==> src/hdl/ucsi_pkg.sv <==
// Package for the UTF-8 / CSI terminal parser: result kinds, parser modes,
// byte codes and default sizes. No dependencies.
`timescale 1ns / 1ps
package ucsi_pkg;
    localparam int DEF_MAX_PARAMS = 32;
    localparam int DEF_MAX_DIGITS = 8;
    localparam int MAX_RESULTS    = 32;

    localparam logic [3:0] KIND_CHAR   = 4'd0;
    localparam logic [3:0] KIND_MOVEXY = 4'd8;
    localparam logic [3:0] KIND_ATTR   = 4'd13;
    localparam logic [3:0] KIND_NONE   = 4'd15;

    localparam logic [2:0] MODE_GROUND = 3'd0;
    localparam logic [2:0] MODE_UTF    = 3'd1;
    localparam logic [2:0] MODE_ESC    = 3'd2;
    localparam logic [2:0] MODE_ESC_O  = 3'd3;
    localparam logic [2:0] MODE_CSI    = 3'd4;
    localparam logic [2:0] MODE_ATTR   = 3'd5;

    localparam logic [7:0] CH_ESC  = 8'h1B;
    localparam logic [7:0] CH_O    = 8'h4F;
    localparam logic [7:0] CH_LBR  = 8'h5B;
    localparam logic [7:0] CH_SEMI = 8'h3B;
    localparam logic [7:0] CH_COL  = 8'h3A;

    localparam logic [8:0] ARG_NONE = 9'h1FF;

    function automatic logic [3:0] command_kind(input logic [7:0] c);
        logic [3:0] k;
        begin
            unique case (c)
                8'h41: k = 4'd1;
                8'h42: k = 4'd2;
                8'h43: k = 4'd3;
                8'h44: k = 4'd4;
                8'h45: k = 4'd5;
                8'h46: k = 4'd6;
                8'h47: k = 4'd7;
                8'h48: k = KIND_MOVEXY;
                8'h66: k = KIND_MOVEXY;
                8'h4A: k = 4'd9;
                8'h4B: k = 4'd10;
                8'h53: k = 4'd11;
                8'h54: k = 4'd12;
                8'h6D: k = KIND_ATTR;
                default: k = KIND_NONE;
            endcase
            return k;
        end
    endfunction
endpackage

==> src/hdl/utf8_and_csi_terminal_parser.sv <==
// Top level of the UTF-8 / CSI terminal parser: byte-in, result-out parser
// with the CSI parameters held in a synchronous RAM. Uses ucsi_pkg.
//
// Usage: bytes enter on s_valid/s_ready/s_data_byte; results leave on
// m_valid/m_ready with m_kind, m_code_point, m_first_arg, m_second_arg,
// m_last. m_last marks the final result caused by one byte.
// A char shows in the cycle after its byte is accepted. A command final
// registers its result once parameter 0 is read back from the RAM, and
// for move xy with two or more parameters once parameter 1 is read too.
// An attribute final emits min(params,32) results streamed from the RAM:
// the first once entry 0 is read back, then one per cycle while m_ready holds.
// Throughput: one byte per cycle while the output register is empty or
// drained in the same cycle; s_ready stays low while a command or an
// attribute run is read out. Reset puts the parser in ground with no
// sequence open; the RAM needs no clearing since only written entries are
// read. When m_ready is low the result holds and s_ready drops until it is
// taken.
`timescale 1ns / 1ps
module utf8_and_csi_terminal_parser #(
    parameter int MAX_PARAMS = ucsi_pkg::DEF_MAX_PARAMS,
    parameter int MAX_DIGITS = ucsi_pkg::DEF_MAX_DIGITS
) (
    input  logic              aclk,
    input  logic              aresetn,
    input  logic              s_valid,
    output logic              s_ready,
    input  logic [7:0]        s_data_byte,
    output logic              m_valid,
    input  logic              m_ready,
    output logic [3:0]        m_kind,
    output logic [20:0]       m_code_point,
    output logic signed [8:0] m_first_arg,
    output logic signed [8:0] m_second_arg,
    output logic              m_last
);
    import ucsi_pkg::*;

    localparam int AW = $clog2(MAX_PARAMS);
    localparam int CW = $clog2(MAX_PARAMS + 1);
    localparam int DW = $clog2(MAX_DIGITS + 1);
    localparam int NEMIT = (MAX_PARAMS < MAX_RESULTS) ? MAX_PARAMS : MAX_RESULTS;

    logic [8:0] store [MAX_PARAMS];
    logic [8:0] rd_data_reg;
    logic [AW-1:0] rd_addr;
    logic       wr_en;
    logic [AW-1:0] wr_addr;
    logic [8:0] wr_data;

    logic [2:0]  mode_reg, mode_next;
    logic [20:0] part_reg, part_next;
    logic [1:0]  left_reg, left_next;
    logic [1:0]  len_reg, len_next;
    logic [7:0]  dval_reg, dval_next;
    logic [DW-1:0] dcnt_reg, dcnt_next;
    logic [CW-1:0] pcnt_reg, pcnt_next;
    // command fetch: phase 0 idle,1 waiting param0,2 waiting param1
    logic [1:0]  ph_reg, ph_next;
    logic [3:0]  ck_reg, ck_next;
    logic [8:0]  a0_reg, a0_next;
    logic [CW-1:0] idx_reg, idx_next; // attribute emit index
    logic        rdv_reg, rdv_next;   // rd_data valid for attribute

    logic        ov_reg, ov_next;
    logic [3:0]  ok_reg, ok_next;
    logic [20:0] ocp_reg, ocp_next;
    logic [8:0]  oa_reg, oa_next, ob_reg, ob_next;
    logic        ol_reg, ol_next;

    logic out_free, busy, acc;
    logic [7:0] c;
    logic [11:0] dig10;
    logic [20:0] shifted, v;
    logic [8:0] pval;

    assign out_free = !ov_reg || m_ready;
    assign busy = (ph_reg != 2'd0) || (mode_reg == MODE_ATTR);
    assign s_ready = out_free && !busy;
    assign acc = s_valid && s_ready;
    assign c = s_data_byte;

    // a final written at the same edge as its read is forwarded
    always_ff @(posedge aclk) begin
        if (wr_en) store[wr_addr] <= wr_data;
        rd_data_reg <= (wr_en && wr_addr == rd_addr) ? wr_data : store[rd_addr];
    end

    always_comb begin
        mode_next = mode_reg; part_next = part_reg; left_next = left_reg;
        len_next = len_reg; dval_next = dval_reg; dcnt_next = dcnt_reg;
        pcnt_next = pcnt_reg; ph_next = ph_reg; ck_next = ck_reg;
        a0_next = a0_reg; idx_next = idx_reg; rdv_next = 1'b0;
        ov_next = ov_reg && !m_ready;
        ok_next = ok_reg; ocp_next = ocp_reg; oa_next = oa_reg;
        ob_next = ob_reg; ol_next = ol_reg;
        wr_en = 1'b0; wr_addr = pcnt_reg[AW-1:0]; wr_data = ARG_NONE;
        rd_addr = '0;
        dig10 = {4'd0, dval_reg} * 12'd10 + {8'd0, c[3:0]};
        shifted = 21'({c[5:0]}) << (6 * (left_reg - 2'd1));
        v = part_reg | shifted;
        pval = (dcnt_reg == '0) ? ARG_NONE : {1'b0, dval_reg};

        if (ph_reg == 2'd1) begin
            // param0 arrives this cycle
            if (ck_reg == KIND_MOVEXY && pcnt_reg >= CW'(2)) begin
                a0_next = rd_data_reg; ph_next = 2'd2;
            end else if (out_free) begin
                ov_next = 1'b1; ok_next = ck_reg; ocp_next = '0;
                oa_next = rd_data_reg; ob_next = ARG_NONE; ol_next = 1'b1;
                ph_next = 2'd0;
            end else begin
                rd_addr = '0; ph_next = 2'd1;
            end
            if (ph_next == 2'd2) rd_addr = AW'(1);
        end else if (ph_reg == 2'd2) begin
            rd_addr = AW'(1);
            if (out_free) begin
                ov_next = 1'b1; ok_next = ck_reg; ocp_next = '0;
                oa_next = a0_reg; ob_next = rd_data_reg; ol_next = 1'b1;
                ph_next = 2'd0;
            end
        end else if (mode_reg == MODE_ATTR) begin
            // rd_data holds entry idx when rdv set
            rd_addr = idx_reg[AW-1:0];
            rdv_next = 1'b1;
            if (rdv_reg && out_free) begin
                ov_next = 1'b1; ok_next = KIND_ATTR; ocp_next = '0;
                oa_next = rd_data_reg; ob_next = ARG_NONE;
                ol_next = (idx_reg + CW'(1) >= CW'(NEMIT)) ||
                          (idx_reg + CW'(1) >= pcnt_reg);
                if (ol_next) begin
                    mode_next = MODE_GROUND;
                    rdv_next = 1'b0;
                end else begin
                    idx_next = idx_reg + CW'(1);
                    rd_addr = idx_next[AW-1:0];
                end
            end else if (rdv_reg) begin
                rdv_next = 1'b1;
            end
        end else if (acc) begin
            unique case (mode_reg)
                MODE_UTF: begin
                    if (c < 8'h80 || c > 8'hBF) begin
                        mode_next = MODE_GROUND;
                    end else begin
                        left_next = left_reg - 2'd1;
                        part_next = v;
                        if (left_reg == 2'd1) begin
                            mode_next = MODE_GROUND;
                            if (!((len_reg == 2'd1 && v < 21'h80) ||
                                  (len_reg == 2'd2 && (v < 21'h800 ||
                                   (v >= 21'hD800 && v <= 21'hDFFF))) ||
                                  (len_reg == 2'd3 && (v < 21'h10000 ||
                                   v >= 21'h110000)))) begin
                                ov_next = 1'b1; ok_next = KIND_CHAR;
                                ocp_next = v; oa_next = '0; ob_next = '0;
                                ol_next = 1'b1;
                            end
                        end
                    end
                end
                MODE_ESC: begin
                    if (c == CH_O) mode_next = MODE_ESC_O;
                    else if (c == CH_LBR) begin
                        mode_next = MODE_CSI; pcnt_next = '0;
                        dval_next = '0; dcnt_next = '0;
                    end else mode_next = MODE_GROUND;
                end
                MODE_ESC_O: mode_next = MODE_GROUND;
                MODE_CSI: begin
                    if (c >= 8'h30 && c <= 8'h39) begin
                        dval_next = (dig10 > 12'd255) ? 8'hFF : dig10[7:0];
                        dcnt_next = dcnt_reg + DW'(1);
                        if (dcnt_next >= DW'(MAX_DIGITS)) mode_next = MODE_GROUND;
                    end else if (dcnt_reg != '0 && dval_reg == 8'hFF) begin
                        mode_next = MODE_GROUND;
                    end else begin
                        dval_next = '0; dcnt_next = '0;
                        wr_en = (pcnt_reg < CW'(MAX_PARAMS));
                        wr_data = pval;
                        pcnt_next = pcnt_reg + CW'(1);
                        if (c == CH_SEMI || c == CH_COL) begin
                            if (pcnt_next >= CW'(MAX_PARAMS)) mode_next = MODE_GROUND;
                        end else begin
                            mode_next = MODE_GROUND;
                            ck_next = command_kind(c);
                            if (ck_next == KIND_ATTR) begin
                                mode_next = MODE_ATTR; idx_next = '0;
                            end else if (ck_next != KIND_NONE) begin
                                ph_next = 2'd1;
                            end
                        end
                    end
                end
                default: begin
                    if (c == CH_ESC) mode_next = MODE_ESC;
                    else if (c < 8'h80) begin
                        ov_next = 1'b1; ok_next = KIND_CHAR; ocp_next = {13'd0, c};
                        oa_next = '0; ob_next = '0; ol_next = 1'b1;
                    end else if (c >= 8'hC2 && c <= 8'hDF) begin
                        part_next = {10'd0, c[4:0], 6'd0}; left_next = 2'd1;
                        len_next = 2'd1; mode_next = MODE_UTF;
                    end else if (c >= 8'hE0 && c <= 8'hEF) begin
                        part_next = {5'd0, c[3:0], 12'd0}; left_next = 2'd2;
                        len_next = 2'd2; mode_next = MODE_UTF;
                    end else if (c >= 8'hF0 && c <= 8'hF7) begin
                        part_next = {c[2:0], 18'd0}; left_next = 2'd3;
                        len_next = 2'd3; mode_next = MODE_UTF;
                    end
                end
            endcase
        end
    end

    always_ff @(posedge aclk) begin
        if (!aresetn) begin
            mode_reg <= MODE_GROUND; left_reg <= '0; len_reg <= '0;
            part_reg <= '0; dval_reg <= '0; dcnt_reg <= '0; pcnt_reg <= '0;
            ph_reg <= '0; idx_reg <= '0; rdv_reg <= 1'b0; ov_reg <= 1'b0;
        end else begin
            mode_reg <= mode_next; left_reg <= left_next; len_reg <= len_next;
            part_reg <= part_next; dval_reg <= dval_next; dcnt_reg <= dcnt_next;
            pcnt_reg <= pcnt_next; ph_reg <= ph_next; idx_reg <= idx_next;
            rdv_reg <= rdv_next; ov_reg <= ov_next;
        end
        ck_reg <= ck_next; a0_reg <= a0_next; ok_reg <= ok_next;
        ocp_reg <= ocp_next; oa_reg <= oa_next; ob_reg <= ob_next;
        ol_reg <= ol_next;
    end

    assign m_valid = ov_reg;
    assign m_kind = ok_reg;
    assign m_code_point = ocp_reg;
    assign m_first_arg = oa_reg;
    assign m_second_arg = ob_reg;
    assign m_last = ol_reg;
endmodule
==> config.mk <==
export PLATFORM = sky130hd
export DESIGN_NAME = utf8_and_csi_terminal_parser
export DESIGN_NICKNAME = d
export VERILOG_FILES = /design/src/hdl/ucsi_pkg.sv /design/src/hdl/utf8_and_csi_terminal_parser.sv
export SDC_FILE = /design/constraint.sdc
export NUM_CORES = 1
export LEC_CHECK = 0
export CAP_MARGIN = 10
export CORE_ASPECT_RATIO = 2
export CORE_MARGIN = 5
export CORE_UTILIZATION = 60
export CTS_CLUSTER_SIZE = 20
export DETAILED_ROUTE_END_ITERATION = 6
export DONT_BUFFER_PORTS = 1
export HOLD_SLACK_MARGIN = 0.08
export PLACE_DENSITY = 0.76
export SLEW_MARGIN = 15
export SYNTH_ARGS = -nofsm -noshare
export SYNTH_HDL_FRONTEND = slang
export SYNTH_SLANG_ARGS = --single-unit
==> constraint.sdc <==
create_clock -name aclk -period 5 [get_ports aclk]
set_clock_uncertainty 0.05 [all_clocks]
set_input_delay 0.5 -clock aclk [delete_from_list [all_inputs] [get_ports aclk]]
set_output_delay 0.5 -clock aclk [all_outputs]
set_load 0.01 [all_outputs]
==> Word level (Yosys, flattened, before mapping) <==
Memories as Yosys holds them, arrays and structs flattened. A register that Yosys moved wholly into a read port is not among the register bits.
Cells that the tools add are included.
W data, S select, Z words.
{ "word_totals": {"reg_bits": 113, "ramBits": 288, "output_inout_bits": 46, "mem_count": 1} }
{ "mem_list": {"columns": ["memory", "depth", "word_bits", "rd", "rd_ports_with_merged_regs", "wr", "line", "source"], "rows": [
  ["store", 32, 9, 1, 1, 1, "utf8_and_csi_terminal_parser.sv:43", "logic [8:0] store [MAX_PARAMS];"]
]} }
{ "classes": {"addsub": 6, "mul": 2, "n_lt_le_gt_ge": 23, "eq_ne": 68, "shift": 1, "muxes": 179, "n_bitwise": 12, "n_reduce_logical": 56} }
{ "ops": {"columns": ["cell", "n"], "rows": [
  ["$mux W21", 18],
  ["$mux W9", 27],
  ["$eq A8 B7 Y1 const B", 16],
  ["$mux W4", 24],
  ["$pmux W21 S2", 2],
  ["$mux W6", 13],
  ["$mux W3", 19],
  ["$pmux W4 S13", 1],
  ["$mux W8", 5],
  ["$mux W2", 19],
  ["$mux W1", 37],
  ["$reduce_and A9 Y1", 4],
  ["$mul A2 B32 Y31 const A", 1],
  ["$shl A6 B32 Y21", 1],
  ["$mux W5", 5],
  ["$ge A8 B8 Y1 const B", 3],
  ["$le A8 B8 Y1 const B", 3],
  ["$ne A2 B2 Y1 const B", 12],
  ["$reduce_and A8 Y1", 3],
  ["$ge A21 B16 Y1 const B", 1],
  ["$ge A21 B21 Y1 const B", 1],
  ["$le A21 B16 Y1 const B", 1],
  ["$lt A21 B12 Y1 const B", 1],
  ["$lt A21 B17 Y1 const B", 1],
  ["other kinds (59)", 129]
]} }

==> Depth between registers and ports, before layout <==
Gate-level depths: netlist (run 1).
{ "logic_depth": {"depth_word": 22, "mapped_depth": 11} }

==> Worst setup path after synthesis (run 1) <==
No wires, ideal clock.
{ "synth_timing": {"path_type": "reg2reg", "startpoint": "register left_reg[0]", "endpoint": "register ocp_reg[0] (netlist: m_code_point[0]), enable pin", "setup_time_ns": 0.384, "arrival_time_ns": 3.087, "t_required_ns": 4.566, "slack_ns": 1.479, "path_stages_with_launch": 12, "n_path_buf": 2, "synth_period_minus_slack_ns": 3.521, "cell_sequence": "dfxtp_1 clkbuf_1 inv_1 ha_1 buf_2 or3b_2 a21oi_1 nor4_2 xnor2_1 and3_1 nor2_1 o21a_1"} }
{ "synth_between": {"elab_chain_len": 12, "word_cells_on_any_way": 22} }
{ "synth_rtl": {"columns": ["item", "line", "source"], "rows": [
  ["start: declaration", "utf8_and_csi_terminal_parser.sv:52", "logic [1:0] left_reg, left_next;"],
  ["start signal: assignment", "utf8_and_csi_terminal_parser.sv:222", "mode_reg <= mode_next; left_reg <= left_next; len_reg <= len_next;"],
  ["$sub A2 B1 Y3", "utf8_and_csi_terminal_parser.sv:99", "shifted = 21'({c[5:0]}) << (6 * (left_reg - 2'd1));"],
  ["$mul A2 B32 Y31", "utf8_and_csi_terminal_parser.sv:99", null],
  ["$shl A6 B32 Y21", "utf8_and_csi_terminal_parser.sv:99", null],
  ["$or A21 B21 Y21", "utf8_and_csi_terminal_parser.sv:100", "v = part_reg | shifted;"],
  ["$ge A21 B16 Y1 or $le A21 B16 Y1 (tied branches)", "utf8_and_csi_terminal_parser.sv:153", "(v >= 21'hD800 && v <= 21'hDFFF))) ||"],
  ["$logic_and A1 B1 Y1", "utf8_and_csi_terminal_parser.sv:153", null],
  ["$logic_or A1 B1 Y1", "utf8_and_csi_terminal_parser.sv:152", "(len_reg == 2'd2 && (v < 21'h800 ||"],
  ["$logic_and A1 B1 Y1", "utf8_and_csi_terminal_parser.sv:152", null],
  ["$logic_or A1 B1 Y1", "utf8_and_csi_terminal_parser.sv:151", "if (!((len_reg == 2'd1 && v < 21'h80) ||"],
  ["$logic_or A1 B1 Y1", "utf8_and_csi_terminal_parser.sv:153", null],
  ["$ne A5 B5 Y1 (no line)", null, null],
  ["$reduce_and A9 Y1 (no line) (*)", null, null],
  ["end signal: assignment", "utf8_and_csi_terminal_parser.sv:228", "ocp_reg <= ocp_next; oa_reg <= oa_next; ob_reg <= ob_next;"],
  ["end: declaration", "utf8_and_csi_terminal_parser.sv:66", "logic [20:0] ocp_reg, ocp_next;"]
]} }
Mark *: on every way between the ends. The rest lies on a longest branch, timed or not.
A chain may end at the register's enable or synchronous reset.

==> Worst setup path in the final report (run 1) <==
{ "layout_timing": {"startpoint": "register left_reg[0]", "endpoint": "register ocp_reg[17] (netlist: m_code_point[17]), enable pin"} }
The elaborated chain is that of the path after synthesis.

==> metrics.csv, run 1 <==
metric,value,unit
status,finished clean,
gp_congestion,0.933,
crit_chain,inv_1 > ha_1 > nor3_1 > a21oi_1 > nor4b_1 > a21oi_1 > a21oi_1 > nor2_1 > o21a_1,
synth_area,18000,um^2
syn-instance-count,1246,
root_buffer,clkbuf_16,
insertion_delay,0.54,ns
ys_seq_area_share,64.2,%
finalHoldViolations,0,
ys_seq_elements,406,
cts_buffer_depth,3,
post-route-period-util,82.0,%
htree_levels,2,
largest_register_ffs,288,
ios,58,
irDropWorstVdd,0.342,mV
routed_wirelength,45200,um
path_common_cell,a21oi_1,
critPathMaxStageDelay,0.68,ns
fin_util,65.8,%
synth.most_common_cell,edfxtp_1,
critPathTopFamily,compound AO/OA/AOI/OAI gates,
cp.arrival,4.15,ns
syn_nets,1294,
fin_crit,4.10,ns
drive_above_1_share,15.6,%
slowest_stage,nor3_1,
path_buf_inv,1,
start_util,60.9,%
grt_pass1_wl,67400,um
grt_max_degree,42,
tightest_slew,1.19,ns
final_cells,1625,
crit_fanout,26,
synth.area.top_cells,"edfxtp_1 (57%), mux4_2 (11%), dfxtp_1 (6.8%)",
wl_per_cell,27.8,um
grt_overflow,0,
slew_violations,0,
vias_per_cell,6.76,
cts_sinks,406,
synth_top_area_cell,edfxtp_1,
cap_violations,0,
cts_tree,yes,
ys.flop_type,edfxtp_1,
required,5.06,ns
cts-buffers-inserted,34,
leakage,7.15,nW
num_rows,89,
grt_usage,26.9,%
n_antenna_cell,0,
max_freq,0.244,GHz
drc_errors,0,
yosysWarningCount,0,
p_per_area,330,nW/um^2
fin_setup_tns,0,ns
finalSetupViolations,0,
die_w,133,um
yosys-top-cells-count,"edfxtp_1 (345), nand2_1 (105), nor2_1 (95)",
antenna_left,0,
hold_class,input pin to flip-flop,
critPathKind,flip-flop to flip-flop,
cts.clk_slew.worst_paths,0.07,ns
coreArea,29600,um^2
start_kind,flip-flop,
drtIter0Drc,1128,
dieArea,33800,um^2
async_flop_share,0,%
first_pass_iters,5,
nNetsFinal,1286,
maxSlewHeadroom,20.7,%
avgSynthCellArea,14.5,um^2
hpwl,30600,um
io_buffer_count,0,
rsz0062_at_grt,false,
die_h,255,um
area_growth,8.11,%
hold_slack,0.100,ns
grt_pass1_vias,10800,
dp_cells,1560,
ys_types,71,
synth_top_area_share,57.5,%
synth_edf_count,345,
endpoint_kind,flip-flop,
num_vias,11000,
antenna_found_initial,0,
==> layout by cell type, fill, tap and decap left out, types with 11 or more instances in the layout <==
cell,count
o21ai_0,40
clkbuf_16,35
nand2b_1,22
nand3_1,25
xnor2_1,11
mux2_2,12
a21oi_1,69
nor3_1,25
edfxtp_1,345
ha_1,34
nor2_1,95
dfxtp_1,59
inv_1,27
mux4_2,90
a22oi_1,17
a21o_1,15
nand2_1,105
a22o_1,12
buf_4,20
==> final cells by class <==
class	instances	area [um^2]
clock buffers	39	901
clock inverters	20	154
fillers	2024	10100
inverters	28	105
multi-input cells	741	6060
flip-flops and latches	406	11600
well taps	364	455
repair buffers	27	230
==> kinds of logic (layout without fill, tap and decap cells) <==
kind of cell             Yosys count  count (layout)  share of synthesized area [%]
adder cells (fa/ha/maj)           36              36                           2.58
AND/OR/NAND/NOR                  358             358                           9.82
AO/OA/AOI/OAI                    221             221                           8.00
multiplexers                     109             109                           12.4
XOR/XNOR                          17              17                          0.826
flip-flops                       406             406                           64.2
buffers and inverters             99             114                           2.16
==> path summary, 6_finish.rpt <==
check,from,endpoint,slack (ns),cells after the start
max reg2reg,left_reg[0],m_code_point[17],0.90,9
max,left_reg[0],m_code_point[17],0.90,9
min reg2reg,part_reg[11],part_reg[11],0.43,2
min,s_data_byte[5],part_reg[5],0.10,2
==> layer usage <==
layer,up-vias,GRT usage (%),part of all wire (%)
met4,0,15.5,6.9
met3,142,3.64,6.2
met2,585,50.3,54
li1,4822,-,-
met1,5438,29.1,33
met5,-,0,0
==> through the flow <==
step | area (um^2) | power [mW] | setup WS (ns)
5_1_grt | 19500 | 6.62 | 0.624
2_1_floorplan | 18000 | 3.90 | 1.48
6_report | 19500 | 6.44 | 0.901
4_1_cts | 19500 | 6.47 | 0.994
3_5_place_dp | 18400 | 3.94 | 1.01
3_3_place_gp | 18400 | 3.93 | 1.12
==> report_power, final <==
group	switching, mW	total, mW	leakage (nW)	internal, mW
Sequential	0.0347	3.69	4.42	3.66
Clock	1.20	2.56	0.512	1.37
Combinational	0.117	0.179	2.22	0.0623
Total	1.35	6.44	7.15	5.09
==> timing repair <==
item / in CTS / in global routing
hold buffers: 6 / 0
endpoints found under the hold margin: 19 / 0
buffers inserted: 0 / 0
gates resized for setup: 0 / 0
Power figures use the tool's default switching activity.
==> inputs of run 2 (changes only) <==
--- a/config.mk
+++ b/config.mk
@@ -5,6 +5,7 @@
 export SDC_FILE = /design/constraint.sdc
 export NUM_CORES = 1
 export LEC_CHECK = 0
+export ABC_AREA = 1
 export CAP_MARGIN = 10
 export CORE_ASPECT_RATIO = 2
 export CORE_MARGIN = 5
==> constraint.sdc (replaced) <==
create_clock -name aclk -period 4.3 [get_ports aclk]
set_clock_uncertainty 0.05 [all_clocks]
set_input_delay 0.43 -clock aclk [delete_from_list [all_inputs] [get_ports aclk]]
set_output_delay 0.43 -clock aclk [all_outputs]
set_load 0.01 [all_outputs]
==> run 2 against run 1 <==
Critical path type unchanged. Global-route usage increased by 3.2 points. Maximum frequency increased by 19%. Critical endpoint is now store[30][6]. Clock-buffer cell count increased by 10. Utilization about the same. Via count increased by 24%. Die area increased by 2.0%. Combinational power increased to 8.8 times the previous value.
==> metrics.csv, run 2 <==
metric,value,unit,change
status,finished clean,,
setup_ws,0.856,ns,-0.0445 ns
fin_util,65.8,%,about the same
ys_seq_elements,406,,unchanged
critPathMaxStageDelay,0.75,ns,+0.07 ns
ys_seq_area_share,62.9,%,-1.3 points
final_area,19900,um^2,+2.3%
p_per_area,490,nW/um^2,+49%
hpwl,36700,um,+20%
hold_class,input pin to flip-flop,,
synth_edf_count,345,,unchanged
start_util,60.8,%,-0.075 points
finalSetupViolations,0,,unchanged
coreArea,30300,um^2,+2.3%
yosys-top-cells-count,"edfxtp_1 (345), o21ai_0 (266), nor2_1 (257)",,
slew_violations,0,,unchanged
cts_buffer_depth,3,,unchanged
fin_crit,3.44,ns,-0.656 ns
drtIter0Drc,1365,,+21%
num-fill-cells,2294,,+13%
cts.clk_slew.worst_paths,0.07,ns,about the same
power.share.combinational,16.1,%,+13 points
routed_wirelength,52500,um,+16%
largest_register_ffs,288,,unchanged
gp_congestion,1.01,,+8.3%
maxSlewHeadroom,28.7,%,+8.0 points
synth_top_area_share,56.3,%,-1.2 points
max_freq,0.290,GHz,+19%
wl_per_cell,24.4,um,-12%
grt_pass1_vias,13400,,+24%
p_int,6.89,mW,+35%
first_pass_iters,6,,+1
syn_nets,1823,,+41%
final_cells,2153,,+32%
cts-buffers-inserted,36,,+5.9%
p_clk_share,33.4,%,-6.4 points
cap_violations,0,,unchanged
fin_setup_tns,0,ns,unchanged
drc_errors,0,,unchanged
p_seq_share,50.5,%,-6.9 points
num_rows,90,,+1.1%
crit_chain,inv_1 > ha_1 > inv_1 > nand3_2 > inv_1 > nand3_1 > nor2_1 > nand2_1 > nor2_1,,
path_common_cell,inv_1,,
synthXorXnorAreaFrac,0.571,%,-0.26 points
post-route-period-util,80.1,%,-1.9 points
insertion_delay,0.53,ns,about the same
rsz0062_at_grt,false,,
root_buffer,clkbuf_16,,
hold_slack,0.130,ns,+0.0298 ns
total_power,9.78,mW,+52%
required,4.40,ns,-0.66 ns
cts_setup_buffers,0,,unchanged
critPathKind,flip-flop to flip-flop,,
cts_resized,0,,unchanged
postCtsHoldBufs,4,,-2
htree_levels,2,,unchanged
synth_compound_area_share,14.3,%,+6.3 points
async_flop_share,0,%,unchanged
ios,58,,unchanged
synth.most_common_cell,edfxtp_1,,
n_antenna_cell,0,,unchanged
drive_above_1_share,6.50,%,-9.1 points
final_cell_mix,"edfxtp_1 (345), o21ai_0 (266), nor2_1 (257)",,
synthMuxAreaShare,0,%,-12 points
antenna_found_initial,0,,unchanged
finalHoldViolations,0,,unchanged
register_area,11600,um^2,unchanged
yosysWarningCount,0,,unchanged
ys.flop_type,edfxtp_1,,
dieArea,34500,um^2,+2.0%
synth_top_area_cell,edfxtp_1,,
antenna_left,0,,unchanged
endpoint_kind,flip-flop,,
grt_max_degree,145,,+250%
area_growth,8.27,%,
final_common_cell,edfxtp_1,,
syn-instance-count,1775,,+42%
start_kind,flip-flop,,
grt_usage,30.1,%,+3.2 points
cts_tree,yes,,
p_sw_share,29.6,%,+8.6 points
dp_cells,2085,,+34%
die_h,258,um,+1.0%
io_buffer_count,0,,unchanged
dp_slack,0.964,ns,-0.0452 ns
grt_overflow,0,,unchanged
multi_input_area,5900,um^2,-2.6%
ys_types,47,,-34%
leakage,7.77,nW,+8.7%
cts_sinks,406,,unchanged
synthAdderAreaFrac,2.53,%,-0.054 points
vias_per_cell,6.31,,-6.7%
num_vias,13600,,+24%
crit_fanout,12,,-54%
irDropWorstVdd,0.491,mV,+44%
slowest_stage,nor2_1,,
synth_top_family_by_area,simple AND/OR/NAND/NOR gates,,
p_sw,2.89,mW,+110%
nNetsFinal,1807,,+41%
synth_area,18400,um^2,+2.1%
grt_pass1_wl,78100,um,+16%
tightest_slew,1.07,ns,-0.120 ns
avgSynthCellArea,10.4,um^2,-28%
synth-simple-area-share,14.7,%,+4.8 points
dpl_cell_area,18700,um^2,+1.8%
synth.area.top_cells,"edfxtp_1 (56%), o21ai_0 (7.2%), dfxtp_1 (6.6%)",,
die_w,134,um,+0.98%
cp.arrival,3.55,ns,-0.60 ns
==> run 2: changes by cell type in the layout (fill, tap and decap cells not counted), sizes merged, moves of 22 or more <==
cell	change
inv	+111
nor2	+170
nand3	+66
nand2b	-22
o21ai	+231
nand2	+110
o221ai	+53
mux4	-90
==> run 2: area by class of cell <==
cell class | count | area share [%]
Sequential cell | 406 | 58.1
Multi-Input combinational cell | 1137 | 29.6
Clock buffer | 49 | 4.92
Inverter | 149 | 2.84
Tap cell | 368 | 2.31
Timing Repair Buffer | 29 | 1.26
Clock inverter | 15 | 0.966
==> run 2: kinds of logic after synthesis <==
logic type / after synthesis
flip-flops: 406
buffers and inverters: 232
AO/OA/AOI/OAI: 460
XOR/XNOR: 12
adder cells (fa/ha/maj): 36
AND/OR/NAND/NOR: 629
==> run 2: worst paths after layout <==
kind,start,end,slack (ns),cells past startpoint
worst min-delay path,s_data_byte[4],m_code_point[4],0.13,2
worst max-delay path,ph_reg[0],store[30][6],0.86,9
worst max register to register,ph_reg[0],store[30][6],0.86,9
worst min register to register,part_reg[6],part_reg[6],0.40,2
==> run 2: power groups by stage <==
stage	logic (mW)	registers (mW)	clock network, mW
5_1_grt	1.73	4.97	3.43
3_3_place_gp	1.50	5.03	0
6_report	1.57	4.94	3.26
4_1_cts	1.54	4.95	3.28
2_1_floorplan	1.12	4.90	0
3_5_place_dp	1.52	5.03	0
==> run 2: worst max-delay path, delay by kind of cell (launching register included) <==
kind,cells,cell delay (ns)
fa+ha+maj,1,0.22
buf+inv,3,0.60
flops,1,0.35
simple gates,5,1.86
==> run 2: per-layer routing <==
metal  up-vias  routed length, um  global-route usage [%]
met5         -                  0                       0
met4         0               4320                    20.7
met3       215               3550                    4.69
met2       706              28300                    56.6
met1      6390              16400                    29.5
li1       6275                  -                       -
==> inputs of run 3 (changes only) <==
--- a/config.mk
+++ b/config.mk
@@ -9,7 +9,7 @@
 export CAP_MARGIN = 10
 export CORE_ASPECT_RATIO = 2
 export CORE_MARGIN = 5
-export CORE_UTILIZATION = 60
+export CORE_UTILIZATION = 58
 export CTS_CLUSTER_SIZE = 20
 export DETAILED_ROUTE_END_ITERATION = 6
 export DONT_BUFFER_PORTS = 1
==> constraint.sdc (replaced) <==
create_clock -name aclk -period 2.93 [get_ports aclk]
set_clock_uncertainty 0.05 [all_clocks]
set_input_delay 0.293 -clock aclk [delete_from_list [all_inputs] [get_ports aclk]]
set_output_delay 0.293 -clock aclk [all_outputs]
set_load 0.01 [all_outputs]
==> run 3 against run 2 <==
First-iteration DRC count decreased by 22%. Critical path depth up 1. Via count increased by 4.4%. Largest cell class unchanged. Final area grew 3.2%. Total power increased by 46%. Routed wire length is 2.4% lower. Maximum frequency grew 21%. Cell count rose by 5.8%. Largest power group unchanged. Clock power is 36% higher. Sequential power up 46%. Utilization shrank 0.37 points. Critical endpoint is now store[7][5]. Non-clock buffer count is 72 higher.
==> metrics.csv, run 3 (synthesis results as in run 2) <==
metric,value,unit,change
crit_fanout,10,,-2
dp_cells,2204,,+5.7%
num_rows,92,,+2.2%
min_path_cells,4,,+2
drtIter0Drc,1063,,-22%
cts-buffers-inserted,34,,-5.6%
vias_per_cell,6.23,,-1.3%
cap_violations,0,,unchanged
ios,58,,unchanged
start_kind,flip-flop,,
antenna_left,0,,unchanged
rsz0062_at_grt,true,,
die_w,136,um,+1.6%
cts_buffer_depth,3,,unchanged
post-route-period-util,97.3,%,+17 points
grt_pass1_vias,14000,,+4.5%
final_cells,2278,,+5.8%
final_cell_mix,"edfxtp_1 (345), o21ai_0 (265), nor2_1 (254)",,
r2r-start,mode_reg[2],,
antenna_found_initial,1,,+1
critPathMaxStageDelay,0.39,ns,-0.36 ns
path_buf_inv,4,,+1
tightest_slew,1.20,ns,+0.129 ns
cts_tree,yes,,
gp_congestion,1.03,,+1.5%
start_util,58.6,%,-2.2 points
required,3.09,ns,-1.31 ns
grt_overflow,0,,unchanged
endpoint_kind,flip-flop,,
leakage,8.11,nW,+4.3%
hpwl,35200,um,-3.9%
slowest_stage,nand2_1,,
crit_chain,inv_1 > nor3_4 > inv_2 > nand3_2 > inv_1 > nand3_1 > nor2_1 > nand2_1 > nor2_1 > buf_4,,
num-fill-cells,2372,,+3.4%
cp.arrival,3.02,ns,-0.53 ns
cts_sinks,406,,unchanged
first_pass_iters,7,,+1
wl_per_cell,22.5,um,-7.8%
irDropWorstVdd,0.611,mV,+25%
routed_wirelength,51200,um,-2.4%
dieArea,35600,um^2,+3.2%
status,finished clean,,
maxSlewHeadroom,19.8,%,-8.9 points
grt_max_degree,89,,-39%
worstHoldEndpoint,part_reg[0],,
p_per_area,693,nW/um^2,+41%
grt_usage,28.6,%,-1.5 points
drive_above_1_share,10.6,%,+4.1 points
nNetsFinal,1877,,+3.9%
rrSetupSlack,0.08,ns,-0.78 ns
timing.rr.end,store[7][5],,
drc_errors,0,,unchanged
slew_violations,0,,unchanged
num_vias,14200,,+4.4%
fin_util,65.4,%,-0.37 points
grt_pass1_wl,76700,um,-1.7%
area_growth,11.7,%,
root_buffer,clkbuf_16,,
cts.clk_slew.worst_paths,0.07,ns,about the same
insertion_delay,0.53,ns,about the same
r2r.worst_path.cells,10,,+1
hp-start,s_data_byte[0],,
htree_levels,2,,unchanged
coreArea,31400,um^2,+3.7%
critPathTopFamily,simple AND/OR/NAND/NOR gates,,
critPathKind,flip-flop to flip-flop,,
largest_register_ffs,288,,unchanged
die_h,262,um,+1.6%
max_freq,0.351,GHz,+21%
finalHoldViolations,0,,unchanged
io_buffer_count,0,,unchanged
finalSetupViolations,0,,unchanged
hold_class,input pin to flip-flop,,
fin_crit,2.85,ns,-0.592 ns
final_common_cell,edfxtp_1,,
-- run 3: cell count changes in the layout (fill, tap and decap cells not counted), sizes merged, moves of 4 or more --
cell,change
buf,+66
clkbuf,-8
dlygate4sd3,+6
clkinv,+4
-- run 3: layout make-up --
cell class	count	area, um^2	share of cell area (%)
multi-input cells	1137	5930	28.8
clock inverters	19	171	0.833
repair buffers	101	872	4.24
diodes	2	5.00	0.0243
clock buffers	41	898	4.37
inverters	149	566	2.75
well taps	423	529	2.57
flip-flops and latches	406	11600	56.4
-- run 3: report_power, final --
| group | switching, mW | total [mW] | internal [mW] | leakage [nW] |
|---|---|---|---|---|
| Combinational | 1.80 | 2.59 | 0.791 | 3.14 |
| Clock | 2.03 | 4.42 | 2.40 | 0.515 |
| Sequential | 0.451 | 7.22 | 6.77 | 4.45 |
| Total | 4.28 | 14.2 | 9.96 | 8.11 |
-- run 3: tightest hold or removal path: cells and delay by family --
family             cells  cell delay, ns
AOI/OAI and AO/OA      3            0.27
and+or+nand+nor        1            0.06
-- run 3: what timing repair did --
| item | CTS | global route |
|---|---|---|
| buffers inserted | 0 | 3 |
| gates resized for setup | 0 | 15 |
| hold endpoints to repair | 42 | 0 |
| endpoints found under the setup margin | 0 | 94 |
| hold buffers | 9 | 0 |
-- run 3: worst max path at each step --
stage | startpoint | endpoint | slack, ns | depth (start not counted)
6_report | mode_reg[2] | store[7][5] | 0.08 | 10
5_1_grt | idx_reg[0] | idx_reg[4] | -0.07 | 18
4_1_cts | dval_reg[1] | dval_reg[7] | 0.07 | 13
3_5_place_dp | dval_reg[1] | dval_reg[3] | 0.12 | 13
3_3_place_gp | pcnt_reg[0] | m_code_point[17] | 0.16 | 11
2_1_floorplan | left_reg[0] | m_code_point[0] | 0.02 | 16
-- run 3: per-layer routing --
metal	part of all wire [%]	track usage, %	vias to the layer above
met1	31	27.2	6786
met5	0	0	-
met4	9.9	24.4	0
met2	53	52.5	710
met3	6.0	4.31	266
li1	-	-	6422
-- run 3: per-stage QoR --
step	power, mW	TNS [ns]	worst slack, ns	hold slack [ns]	area [um^2]
after CTS	14.2	0	0.0652	0.0935	20500
after detailed placement	9.82	0	0.124	0.390	19300
after global routing	14.8	-2.08	-0.0651	0.121	20600
after global placement	9.78	0	0.161	0.383	19300
final	14.2	0	0.0778	0.102	20600
after floorplan	8.84	0	0.0236	0.373	18400
